`config.mk`:
```
export PLATFORM = sky130hd
export DESIGN_NAME = round_robin_wait_time_calc_unit
export DESIGN_NICKNAME = d
export VERILOG_FILES = /design/src/sv/rrwt_pkg.sv /design/src/sv/round_robin_wait_time_calc_unit.sv /design/src/sv/rrwt_ctrl.sv /design/src/sv/rrwt_datapath.sv
export SDC_FILE = /design/constraint.sdc
export NUM_CORES = 1
export LEC_CHECK = 0
export BUFFER_PORTS_ARGS = -buffer_cell sky130_fd_sc_hd__buf_4
export CAP_MARGIN = 10
export CORE_MARGIN = 2
export CORE_UTILIZATION = 45
export CTS_BUF_LIST = sky130_fd_sc_hd__clkbuf_4
export DETAILED_ROUTE_END_ITERATION = 8
export HOLD_SLACK_MARGIN = 0.06
export PLACE_DENSITY = 0.58
export REMOVE_ABC_BUFFERS = 1
export SYNTH_ARGS = -nofsm -noshare
export SYNTH_HDL_FRONTEND = slang
export SYNTH_HIERARCHICAL = 1
export SYNTH_SLANG_ARGS = --single-unit
```
`constraint.sdc`:
```
create_clock -name clk_i -period 17.4 [get_ports clk_i]
set_input_delay 2.61 -clock clk_i [delete_from_list [all_inputs] [get_ports clk_i]]
set_output_delay 2.61 -clock clk_i [all_outputs]
set_load 0.05 [all_outputs]
```
`src/sv/rrwt_pkg.sv`:
```
// Shared widths and controller/datapath interface types for the round-robin wait time unit.
`default_nettype none

package rrwt_pkg;

  localparam int unsigned QW  = 16;  // time quantum width
  localparam int unsigned IDW = 8;   // process id width
  localparam int unsigned BIW = 16;  // burst time port width
  localparam int unsigned TW  = 20;  // time result width

  typedef struct packed {
    logic load;    // accept an input word
    logic begin_b; // batch closed, point at first process
    logic cap;     // capture process under evaluation, init remainder unit
    logic div;     // one remainder step
    logic pad;     // form slice limits, clear scan
    logic scan;    // sweep other processes and accumulate
    logic emit;    // register result, advance process
  } rrwt_cmd_t;

  typedef struct packed {
    logic div_done;
    logic scan_done;
    logic last_proc;
  } rrwt_sts_t;

endpackage

`default_nettype wire

```
`src/sv/round_robin_wait_time_calc_unit.sv`:
```
// Top level of the round-robin wait time unit: controller plus datapath.
// Load: one word per cycle while busy_o is low; the word with last_process_i closes the batch.
// Batch of n: each stored process passes read, capture, the remainder unit, slice limits,
// the store sweep over all n stored processes and emit; emit registers the result for the strobe.
// Results come one per process in load order, each a one-cycle strobe; the receiver cannot stall.
// Reset clears the process count and control state and sets the quantum to 5.
`default_nettype none

module round_robin_wait_time_calc_unit
  import rrwt_pkg::*;
#(
  parameter int unsigned MAX_PROCS  = 16,
  parameter int unsigned BURST_BITS = 16
) (
  input  wire logic           clk_i,
  input  wire logic           rst_ni,
  input  wire logic           start_i,
  output logic                busy_o,
  input  wire logic [IDW-1:0] process_id_i,
  input  wire logic [BIW-1:0] burst_time_i,
  input  wire logic           last_process_i,
  input  wire logic           cfg_we_i,
  input  wire logic [QW-1:0]  cfg_wdata_i,
  output logic                result_valid_o,
  output logic [IDW-1:0]      result_id_o,
  output logic [TW-1:0]       waiting_time_o,
  output logic [TW-1:0]       turnaround_time_o,
  output logic                last_result_o
);

  rrwt_cmd_t cmd;
  rrwt_sts_t sts;

  rrwt_ctrl u_ctrl (
    .clk_i          (clk_i),
    .rst_ni         (rst_ni),
    .start_i        (start_i),
    .last_process_i (last_process_i),
    .sts_i          (sts),
    .cmd_o          (cmd),
    .busy_o         (busy_o)
  );

  rrwt_datapath #(
    .MAX_PROCS  (MAX_PROCS),
    .BURST_BITS (BURST_BITS)
  ) u_dp (
    .clk_i             (clk_i),
    .rst_ni            (rst_ni),
    .cmd_i             (cmd),
    .sts_o             (sts),
    .cfg_we_i          (cfg_we_i),
    .cfg_wdata_i       (cfg_wdata_i),
    .process_id_i      (process_id_i),
    .burst_time_i      (burst_time_i),
    .result_valid_o    (result_valid_o),
    .result_id_o       (result_id_o),
    .waiting_time_o    (waiting_time_o),
    .turnaround_time_o (turnaround_time_o),
    .last_result_o     (last_result_o)
  );

endmodule

`default_nettype wire

```
`src/sv/rrwt_ctrl.sv`:
```
// Controller state machine for the round-robin wait time unit.
`default_nettype none

module rrwt_ctrl
  import rrwt_pkg::*;
(
  input  wire logic      clk_i,
  input  wire logic      rst_ni,
  input  wire logic      start_i,
  input  wire logic      last_process_i,
  input  wire rrwt_sts_t sts_i,
  output rrwt_cmd_t      cmd_o,
  output logic           busy_o
);

  localparam logic [2:0] S_IDLE = 3'd0;
  localparam logic [2:0] S_RD   = 3'd1;
  localparam logic [2:0] S_CAP  = 3'd2;
  localparam logic [2:0] S_DIV  = 3'd3;
  localparam logic [2:0] S_PAD  = 3'd4;
  localparam logic [2:0] S_SCAN = 3'd5;
  localparam logic [2:0] S_EMIT = 3'd6;

  logic [2:0] state_q, state_d;

  always_comb begin
    state_d = state_q;
    cmd_o   = '0;
    unique case (state_q)
      S_IDLE: begin
        if (start_i) begin
          cmd_o.load = 1'b1;
          if (last_process_i) begin
            cmd_o.begin_b = 1'b1;
            state_d       = S_RD;
          end
        end
      end
      S_RD: begin
        state_d = S_CAP;
      end
      S_CAP: begin
        cmd_o.cap = 1'b1;
        state_d   = S_DIV;
      end
      S_DIV: begin
        cmd_o.div = 1'b1;
        if (sts_i.div_done) begin
          state_d = S_PAD;
        end
      end
      S_PAD: begin
        cmd_o.pad = 1'b1;
        state_d   = S_SCAN;
      end
      S_SCAN: begin
        cmd_o.scan = 1'b1;
        if (sts_i.scan_done) begin
          state_d = S_EMIT;
        end
      end
      S_EMIT: begin
        cmd_o.emit = 1'b1;
        state_d    = sts_i.last_proc ? S_IDLE : S_RD;
      end
      default: begin
        state_d = S_IDLE;
      end
    endcase
  end

  always_ff @(posedge clk_i or negedge rst_ni) begin
    if (!rst_ni) begin
      state_q <= S_IDLE;
    end else begin
      state_q <= state_d;
    end
  end

  assign busy_o = (state_q != S_IDLE);

endmodule

`default_nettype wire

```
`src/sv/rrwt_datapath.sv`:
```
// Datapath: process store, remainder unit, slice limits and completion time accumulator.
`default_nettype none

module rrwt_datapath
  import rrwt_pkg::*;
#(
  parameter int unsigned MAX_PROCS  = 16,
  parameter int unsigned BURST_BITS = 16
) (
  input  wire logic           clk_i,
  input  wire logic           rst_ni,
  input  wire rrwt_cmd_t      cmd_i,
  output rrwt_sts_t           sts_o,
  input  wire logic           cfg_we_i,
  input  wire logic [QW-1:0]  cfg_wdata_i,
  input  wire logic [IDW-1:0] process_id_i,
  input  wire logic [BIW-1:0] burst_time_i,
  output logic                result_valid_o,
  output logic [IDW-1:0]      result_id_o,
  output logic [TW-1:0]       waiting_time_o,
  output logic [TW-1:0]       turnaround_time_o,
  output logic                last_result_o
);

  localparam int unsigned IW  = (MAX_PROCS > 1) ? $clog2(MAX_PROCS) : 1;
  localparam int unsigned CW  = $clog2(MAX_PROCS + 1);
  localparam int unsigned DCW = $clog2(BURST_BITS + 1);
  localparam int unsigned LW  = ((BURST_BITS > QW) ? BURST_BITS : QW) + 1;
  localparam int unsigned BB  = BURST_BITS;

  logic [BB-1:0]  burst_mem [MAX_PROCS];
  logic [IDW-1:0] id_mem    [MAX_PROCS];

  logic [QW-1:0]  quant_q;
  logic [CW-1:0]  cnt_q;
  logic [CW-1:0]  i_q;
  logic [CW-1:0]  j_q;
  logic [CW-1:0]  jd_q;
  logic           v_q;
  logic [DCW-1:0] dcnt_q;
  logic           valid_q;

  logic [BB-1:0]  b_rd_q;
  logic [IDW-1:0] id_rd_q;
  logic [BB-1:0]  bi_q;
  logic [IDW-1:0] idi_q;
  logic [QW-1:0]  qe_q;
  logic [BB-1:0]  dq_q;
  logic [QW-1:0]  rem_q;
  logic [LW-1:0]  lim_hi_q;
  logic [TW-1:0]  t_q;
  logic [IDW-1:0] res_id_q;
  logic [TW-1:0]  res_wt_q;
  logic [TW-1:0]  res_tat_q;
  logic           res_last_q;

  logic          full;
  logic          last_proc;
  logic [IW-1:0] rd_addr;
  logic [QW:0]   shifted;
  logic          ge;
  logic [QW-1:0] pad_v;
  logic [LW-1:0] lim_lo;
  logic [LW-1:0] lim_sel;
  logic [LW-1:0] bj;
  logic [LW-1:0] mn;

  assign full      = (cnt_q == CW'(MAX_PROCS));
  assign last_proc = ((i_q + CW'(1)) == cnt_q);
  assign rd_addr   = cmd_i.scan ? j_q[IW-1:0] : i_q[IW-1:0];
  assign shifted   = {rem_q, dq_q[BB-1]};
  assign ge        = (shifted >= {1'b0, qe_q});
  assign pad_v     = (rem_q != '0) ? (qe_q - rem_q) : '0;
  assign lim_lo    = lim_hi_q - LW'(qe_q);
  assign lim_sel   = (jd_q < i_q) ? lim_hi_q : lim_lo;
  assign bj        = LW'(b_rd_q);
  assign mn        = (bj < lim_sel) ? bj : lim_sel;

  assign sts_o.div_done  = (dcnt_q == '0);
  assign sts_o.scan_done = (j_q == cnt_q) && !v_q;
  assign sts_o.last_proc = last_proc;

  // control state
  always_ff @(posedge clk_i or negedge rst_ni) begin
    if (!rst_ni) begin
      quant_q <= QW'(5);
      cnt_q   <= '0;
      i_q     <= '0;
      j_q     <= '0;
      v_q     <= 1'b0;
      dcnt_q  <= '0;
      valid_q <= 1'b0;
    end else begin
      if (cfg_we_i) begin
        quant_q <= cfg_wdata_i;
      end
      if (cmd_i.load && !full) begin
        cnt_q <= cnt_q + CW'(1);
      end else if (cmd_i.emit && last_proc) begin
        cnt_q <= '0;
      end
      if (cmd_i.begin_b) begin
        i_q <= '0;
      end else if (cmd_i.emit) begin
        i_q <= i_q + CW'(1);
      end
      if (cmd_i.cap) begin
        dcnt_q <= DCW'(BURST_BITS);
      end else if (cmd_i.div && (dcnt_q != '0)) begin
        dcnt_q <= dcnt_q - DCW'(1);
      end
      if (cmd_i.pad) begin
        j_q <= '0;
        v_q <= 1'b0;
      end else if (cmd_i.scan) begin
        if (j_q != cnt_q) begin
          j_q <= j_q + CW'(1);
          v_q <= 1'b1;
        end else begin
          v_q <= 1'b0;
        end
      end
      valid_q <= cmd_i.emit;
    end
  end

  // store
  always_ff @(posedge clk_i) begin
    if (cmd_i.load && !full) begin
      burst_mem[cnt_q[IW-1:0]] <= BB'(burst_time_i);
      id_mem[cnt_q[IW-1:0]]    <= process_id_i;
    end
    b_rd_q  <= burst_mem[rd_addr];
    id_rd_q <= id_mem[rd_addr];
  end

  // arithmetic
  always_ff @(posedge clk_i) begin
    jd_q <= j_q;
    if (cmd_i.cap) begin
      bi_q  <= b_rd_q;
      idi_q <= id_rd_q;
      qe_q  <= (quant_q == '0) ? QW'(1) : quant_q;
      dq_q  <= b_rd_q;
      rem_q <= '0;
    end else if (cmd_i.div && (dcnt_q != '0)) begin
      rem_q <= ge ? QW'(shifted - {1'b0, qe_q}) : shifted[QW-1:0];
      dq_q  <= dq_q << 1;
    end
    if (cmd_i.pad) begin
      lim_hi_q <= LW'(bi_q) + LW'(pad_v);
      t_q      <= TW'(bi_q);
    end else if (cmd_i.scan && v_q && (jd_q != i_q)) begin
      t_q <= t_q + TW'(mn);
    end
    if (cmd_i.emit) begin
      res_id_q   <= idi_q;
      res_last_q <= last_proc;
      if (bi_q == '0) begin
        res_wt_q  <= '0;
        res_tat_q <= '0;
      end else begin
        res_wt_q  <= t_q - TW'(bi_q);
        res_tat_q <= t_q;
      end
    end
  end

  assign result_valid_o    = valid_q;
  assign result_id_o       = res_id_q;
  assign waiting_time_o    = res_wt_q;
  assign turnaround_time_o = res_tat_q;
  assign last_result_o     = res_last_q;

endmodule

`default_nettype wire

```
==> impl_metrics.tcl, run 1 <==
set metrics [dict create \
    cts_setup_buffers 0 \
    postSynthAreaPerCell_um2 14.3 \
    portBuffers 95 \
    layout_common_cells "edfxtp_1 (522), clkbuf_4 (253), buf_4 (126), ha_1 (125), nand2_1 (123)" \
    cts_buffer_depth 3 \
    io_pins 96 \
    async_reset_ff_frac 0.0670 \
    ir_drop_mv 0.0999 \
    placementRows 92 \
    setup.worst_path.start "u_dp/qe_q[1]" \
    routedWlPerCell_um 20.8 \
    overflow 0 \
    powerDensity_mw_per_mm2 166 \
    r2r-end "u_dp/t_q[16]" \
    maxSlewHeadroom 0.276 \
    hold_class "register to register" \
    dp.cells 2881 \
    synth_cells 1995 \
    numCtsBuffers 160 \
    grt_pass1_wl_um 101000 \
    hold_ws_ps 399 \
    synth_enable_flop_cells 522 \
    clock_sinks 612 \
    grt_max_degree 97 \
    areaGrowthSynthToFinish_pct 13.5 \
    cellLeakagePower_nw 12.2 \
    worstPathArrival_ps 7690 \
    yosysTopAreaCellShare 0.549 \
    rr_startpoint "u_dp/qe_q[1]" \
    critPathRequiredTime_ps 18240 \
    cts_tree "yes" \
    start_util 0.454 \
    cts-root-buf "clkbuf_4" \
    critPathMaxFanout 16 \
    fin_skew_ps 52.4 \
    yosysWarnings 6 \
    antenna_found_initial 4 \
    ctsHtreeMaxLevel 4 \
    end_kind "register" \
    crit_path_start_kind "register" \
    synth_top_cell_by_area "edfxtp_1" \
    yosysSeqAreaShare 0.620 \
    cp-endpoint "u_dp/t_q[16]" \
    drtIter0Drc 1130 \
    utilization 0.515 \
    setup.worst_path.class "register to register" \
    fmax_ghz 0.146 \
    path_clk_slew_ps 70 \
    drive_gt1_frac 0.244 \
    pre_cts_slack_ps 10590 \
    core_mm2 0.0629 \
    tightestPinTransition_ps 1060 \
    drt_wl_total_um 66100 \
    via_per_inst 5.48 \
    first_global_vias 17390 \
    yosys_most_used_dff "edfxtp_1" \
    syn_area_mm2 0.0285 \
    die_h_um 256 \
    dieArea_mm2 0.0654 \
    nets 2373 \
    hold_buffers 0 \
    rsz0062_at_grt "false" \
    setup_ws_ps 10550 \
    setup_viol 0 \
    clk_latency_ps 960 \
    stdcell_count 3171 \
    drc 0 \
    firstDrtPassIters 4 \
    fp.dieW_um 256 \
    drv_slew 0 \
    ys_seq_elements 612 \
    cts_resized 0 \
    ant_nets 0 \
    final.min_clock_period_ps 6850 \
    final_hold_viol_count 0 \
    yosysUniqueCellTypes 80 \
    ff2ff_path_depth 24 \
    fin_setup_tns_ps 0 \
    vias 17376 \
    globalplace.congestion 0.862 \
    grt_usage 0.203 \
    cap_viol_max_count 0 \
    ys_top_cells_by_area "edfxtp_1 (55%), mux4_2 (7.6%), ha_1 (5.5%)" \
    status "complete, no violations" \
    ff2ff_setup_slack_ps 10550 \
    finalCritPeriodShare 0.394 \
    dpl.hpwl_um 40000 \
    layout_commonest_cell "edfxtp_1" \
]
==> metrics by stage <==
step                      power [mW]  cell area (um^2)
after CTS                       5.43             32400
after global placement          4.10             30300
after global routing            5.76             32400
final                           5.37             32400
after floorplan                 3.70             28200
after detailed placement        4.13             30300
==> synthesized netlist by cell type (6+ instances only) <==
cell and n:
a2111oi_0 6, a211oi_1 37, a21o_1 35, a21oi_1 64
a311oi_1 7, a31o_2 6, a31oi_1 39, and2_1 58
and3_1 15, buf_2 8, clkbuf_1 71, dfrtp_1 39
dfxtp_1 49, edfxtp_1 522, fa_1 6, ha_1 125
inv_1 102, mux2_2 37, mux2i_1 38, mux4_2 96
nand2_1 123, nand2b_1 16, nand3_1 17, nand4_1 18
nor2_1 88, nor2b_1 14, nor3_1 38, nor3b_1 8
nor4_1 17, o21a_1 23, o21ai_0 59, o21bai_1 9
o31a_1 7, o31ai_1 7, or2_2 7, or3_1 10
xnor2_1 60, xor2_1 34
==> flip-flops by register name, indices dropped and copies added (netlist names), 17 cells and up <==
name / count
u_dp/turnaround_time_o: 20
u_dp/waiting_time_o: 20
u_dp/id_mem: 128
u_dp/lim_hi_q: 17
u_dp/t_q: 20
u_dp/burst_mem: 256
==> layout make-up <==
type	count	area [um^2]
Antenna cell	5	12.5
Clock buffer	253	1900
Clock inverter	32	219
Fill cell	5436	30500
Inverter	102	383
Multi-Input combinational cell	1194	10200
Sequential cell	612	17700
Tap cell	846	1060
Timing Repair Buffer	127	966
==> worst max-delay path, cell delays in order (launching register included) <==
cell and delay, ps:
edfxtp_1 490, inv_1 180, ha_1 250, nor2b_1 140, o31a_1 270, o41a_1 410, o211ai_1 260, a21boi_0 130
o31a_1 340, ha_1 300, nand4_1 100, nor4_1 400, a221oi_1 130, o21a_1 130, a211o_1 610, mux2_4 420
ha_1 210, fa_1 420, a211oi_1 310, o21ai_0 230, o2bb2ai_1 180, o221ai_1 320, o21bai_1 150, xnor2_1 140
o31ai_1 210
==> power by group <==
part | switching (mW) | leakage (nW) | internal (mW)
clock | 0.589 | 1.28 | 0.681
sequential | 0.149 | 5.63 | 1.82
combinational | 1.18 | 5.25 | 0.953
total | 1.92 | 12.2 | 3.45
==> worst min path at each step <==
| stage | from | to | slack [ps] | cells past startpoint |
|---|---|---|---|---|
| final | u_dp/id_rd_q[5] | u_dp/idi_q[5] | 400 | 0 |
| after global routing | u_dp/id_rd_q[5] | u_dp/idi_q[5] | 410 | 0 |
| after detailed placement | u_dp/id_rd_q[7] | u_dp/idi_q[7] | 390 | 0 |
| after floorplan | u_dp/id_rd_q[0] | u_dp/idi_q[0] | 390 | 0 |
| after CTS | u_dp/id_rd_q[5] | u_dp/idi_q[5] | 400 | 0 |
| after global placement | u_dp/id_rd_q[2] | u_dp/idi_q[2] | 390 | 0 |
==> layer usage <==
metal	up-vias	share of wire	wire length, um	GRT usage
met5	-	0.00021	14	0
met4	2	0.019	1260	0.0802
met3	76	0.048	3200	0.0427
met2	431	0.50	33200	0.339
met1	8686	0.43	28400	0.260
li1	8181	-	-	-
==> kinds of logic after synthesis <==
| logic type | Yosys count | synth area share |
|---|---|---|
| mux | 172 | 0.104 |
| compound gates | 345 | 0.0816 |
| simple gates | 451 | 0.0799 |
| buf+inv | 189 | 0.0265 |
| other cells | 1 | 0.000131 |
| flops | 612 | 0.620 |
| xor+xnor | 94 | 0.0289 |
| fa+ha+maj | 131 | 0.0590 |
(Power assumes the default switching activity.)
==> run 2, diff against run 1 <==
Settings changed: PLACE_DENSITY 0.58 to 0.6.
Clock period 17.4 ns to 6.3 ns, I/O delays scaled along.
==> run 2 against run 1 <==
Net effect: fmax increased by 15%; critical endpoint is now u_dp/t_q[19]; die area unchanged; power increased to 2.8 times the previous value; worst setup slack got worse by 10000 ps; critical path depth unchanged; via count increased by 0.34%; cell count increased by 0.32%; sequential power increased to 2.8 times the previous value.
==> impl_metrics.tcl, run 2 (synthesis gave the netlist of run 1 again) <==
set metrics [dict create \
    status "complete, no violations" \
    finish.instance_area_mm2 0.0325 \
    rsz0062_at_grt "false" \
    path_clk_slew_ps 70 \
    drv_slew 0 \
    rr_startpoint "u_dp/qe_q[1]" \
    critPathRequiredTime_ps 7150 \
    first_global_vias 17574 \
    grt_max_degree 97 \
    cts_tree "yes" \
    fp.dieW_um 256 \
    ctsHtreeMaxLevel 4 \
    dpl.hpwl_um 40900 \
    setup_viol 0 \
    crit_path_start_kind "register" \
    io_pins 96 \
    start_util 0.454 \
    layout_commonest_cell "edfxtp_1" \
    portBuffers 95 \
    clk_latency_ps 1020 \
    ant_nets 0 \
    cellLeakagePower_nw 12.2 \
    core_mm2 0.0629 \
    globalplace.congestion 0.876 \
    areaGrowthSynthToFinish_pct 13.9 \
    hold_class "input port to register" \
    worstPathArrival_ps 6840 \
    pre_cts_slack_ps -28.8 \
    p_sw_mw 5.38 \
    fin_setup_tns_ps 0 \
    max_stage_delay_ps 410 \
    dieArea_mm2 0.0654 \
    clock_sinks 612 \
    utilization 0.517 \
    final_hold_viol_count 0 \
    critPathMaxFanout 15 \
    finalPower_mw 14.9 \
    nets 2384 \
    powerDensity_mw_per_mm2 458 \
    slowest_stage "o41a_1" \
    placementRows 92 \
    drt_wl_total_um 66100 \
    routedWlPerCell_um 20.8 \
    vias 17435 \
    final.min_clock_period_ps 5980 \
    maxSlewHeadroom 0.246 \
    finalCritPeriodShare 0.949 \
    stdcell_count 3181 \
    grt_usage 0.204 \
    power_frac_clock 0.230 \
    firstDrtPassIters 5 \
    hp-start "process_id_i[3]" \
    die_h_um 256 \
    fmax_ghz 0.167 \
    grt_pass1_wl_um 101000 \
    internal-power_mw 9.51 \
    tightestPinTransition_ps 1130 \
    fin_skew_ps 62.9 \
    hold_ws_ps 210 \
    drive_gt1_frac 0.242 \
    layout_common_cells "edfxtp_1 (522), clkbuf_4 (235), buf_4 (136), ha_1 (125), nand2_1 (123)" \
    cts-root-buf "clkbuf_4" \
    setup.worst_path.class "register to register" \
    cts_buffer_depth 3 \
    largest_reg_flops 256 \
    setup_ws_ps 319 \
    drc 0 \
    via_per_inst 5.48 \
    setup.worst_path.start "u_dp/qe_q[1]" \
    end_kind "register" \
    sequentialPowerShare 0.365 \
    place_area_mm2 0.0304 \
    drtIter0Drc 1219 \
    numCtsBuffers 158 \
    sw_frac_of_total 0.361 \
    cap_viol_max_count 0 \
    p_comb_frac 0.405 \
    antenna_found_initial 2 \
    cpMostUsedCell "ha_1" \
    crit_path_cell_trace "inv_1 > ha_1 > nor2b_1 > o31a_1 > o41a_1 > o2111ai_2 > nand2_1 > o31a_1 > ha_1 > nand3_1 > nor4_2 > a221oi_1 > o21a_1 > a211o_1 > buf_6 > mux2i_2 > ha_1 > a21o_1 > nand4_1 > a21oi_2 > o31ai_1 > a311o_1 > a21oi_1 > mux2_2" \
    ir_drop_mv 0.412 \
    dp.cells 2892 \
    overflow 0 \
]
run 2: changes by cell type in the layout (fill, tap and decap cells not counted), sizes merged:
cell,before,now
dlygate4sd3,0,1
clkbuf,253,235
clkinv,19,34
bufinv,1,2
diode,5,6
buf,127,139
clkinvlp,2,0
run 2: worst max-delay path: cells and delay by family (launching register included):
| family | cells | cell delay [ps] |
|---|---|---|
| adder cells (fa/ha/maj) | 3 | 850 |
| AO/OA/AOI/OAI | 12 | 2920 |
| AND/OR/NAND/NOR | 5 | 840 |
| multiplexers | 2 | 520 |
| flip-flops | 1 | 390 |
| buffers and inverters | 2 | 340 |
run 2: path summary, 6_finish.rpt:
kind	end	depth (start not counted)	slack (ps)
setup / recovery	u_dp/t_q[19]	24	320
hold / removal	u_dp/id_mem[11][3]	1	210
setup reg to reg	u_dp/t_q[19]	24	320
hold reg to reg	u_dp/idi_q[4]	0	400
max in group asynchronous	u_dp/result_valid_o	2	5310
min in group asynchronous	u_dp/quant_q[13]	2	520
run 2: power groups by stage:
| stage | Combinational [mW] | Sequential (mW) | Clock, mW |
|---|---|---|---|
| 3_5_place_dp | 6.00 | 5.52 | 0 |
| 6_report | 6.04 | 5.43 | 3.42 |
| 5_1_grt | 6.70 | 5.47 | 3.76 |
| 3_3_place_gp | 5.90 | 5.51 | 0 |
| 2_1_floorplan | 4.78 | 5.35 | 0 |
| 4_1_cts | 6.04 | 5.43 | 3.54 |
run 2: cell type report:
| cell class | instances | area, um^2 |
|---|---|---|
| fillers | 5393 | 30400 |
| well taps | 846 | 1060 |
| flip-flops and latches | 612 | 17700 |
| clock buffers | 235 | 1760 |
| clock inverters | 46 | 292 |
| multi-input cells | 1194 | 10200 |
| repair buffers | 140 | 1080 |
| inverters | 102 | 383 |
| diodes | 6 | 15.0 |
run 2: metal layers:
layer / vias to the layer above / part of all wire / global-route usage
li1: 8215 / - / -
met1: 8611 / 0.43 / 0.262
met2: 476 / 0.49 / 0.337
met3: 133 / 0.052 / 0.0459
met4: 0 / 0.026 / 0.0802
met5: - / 0 / 0
run 2: timing repair:
item                       CTS  global route
hold endpoints to repair    39             0
pin swaps                    0             3
gates resized for setup      1            11
setup buffers                0             1
hold buffers                 1             0
setup endpoints to repair    1             9
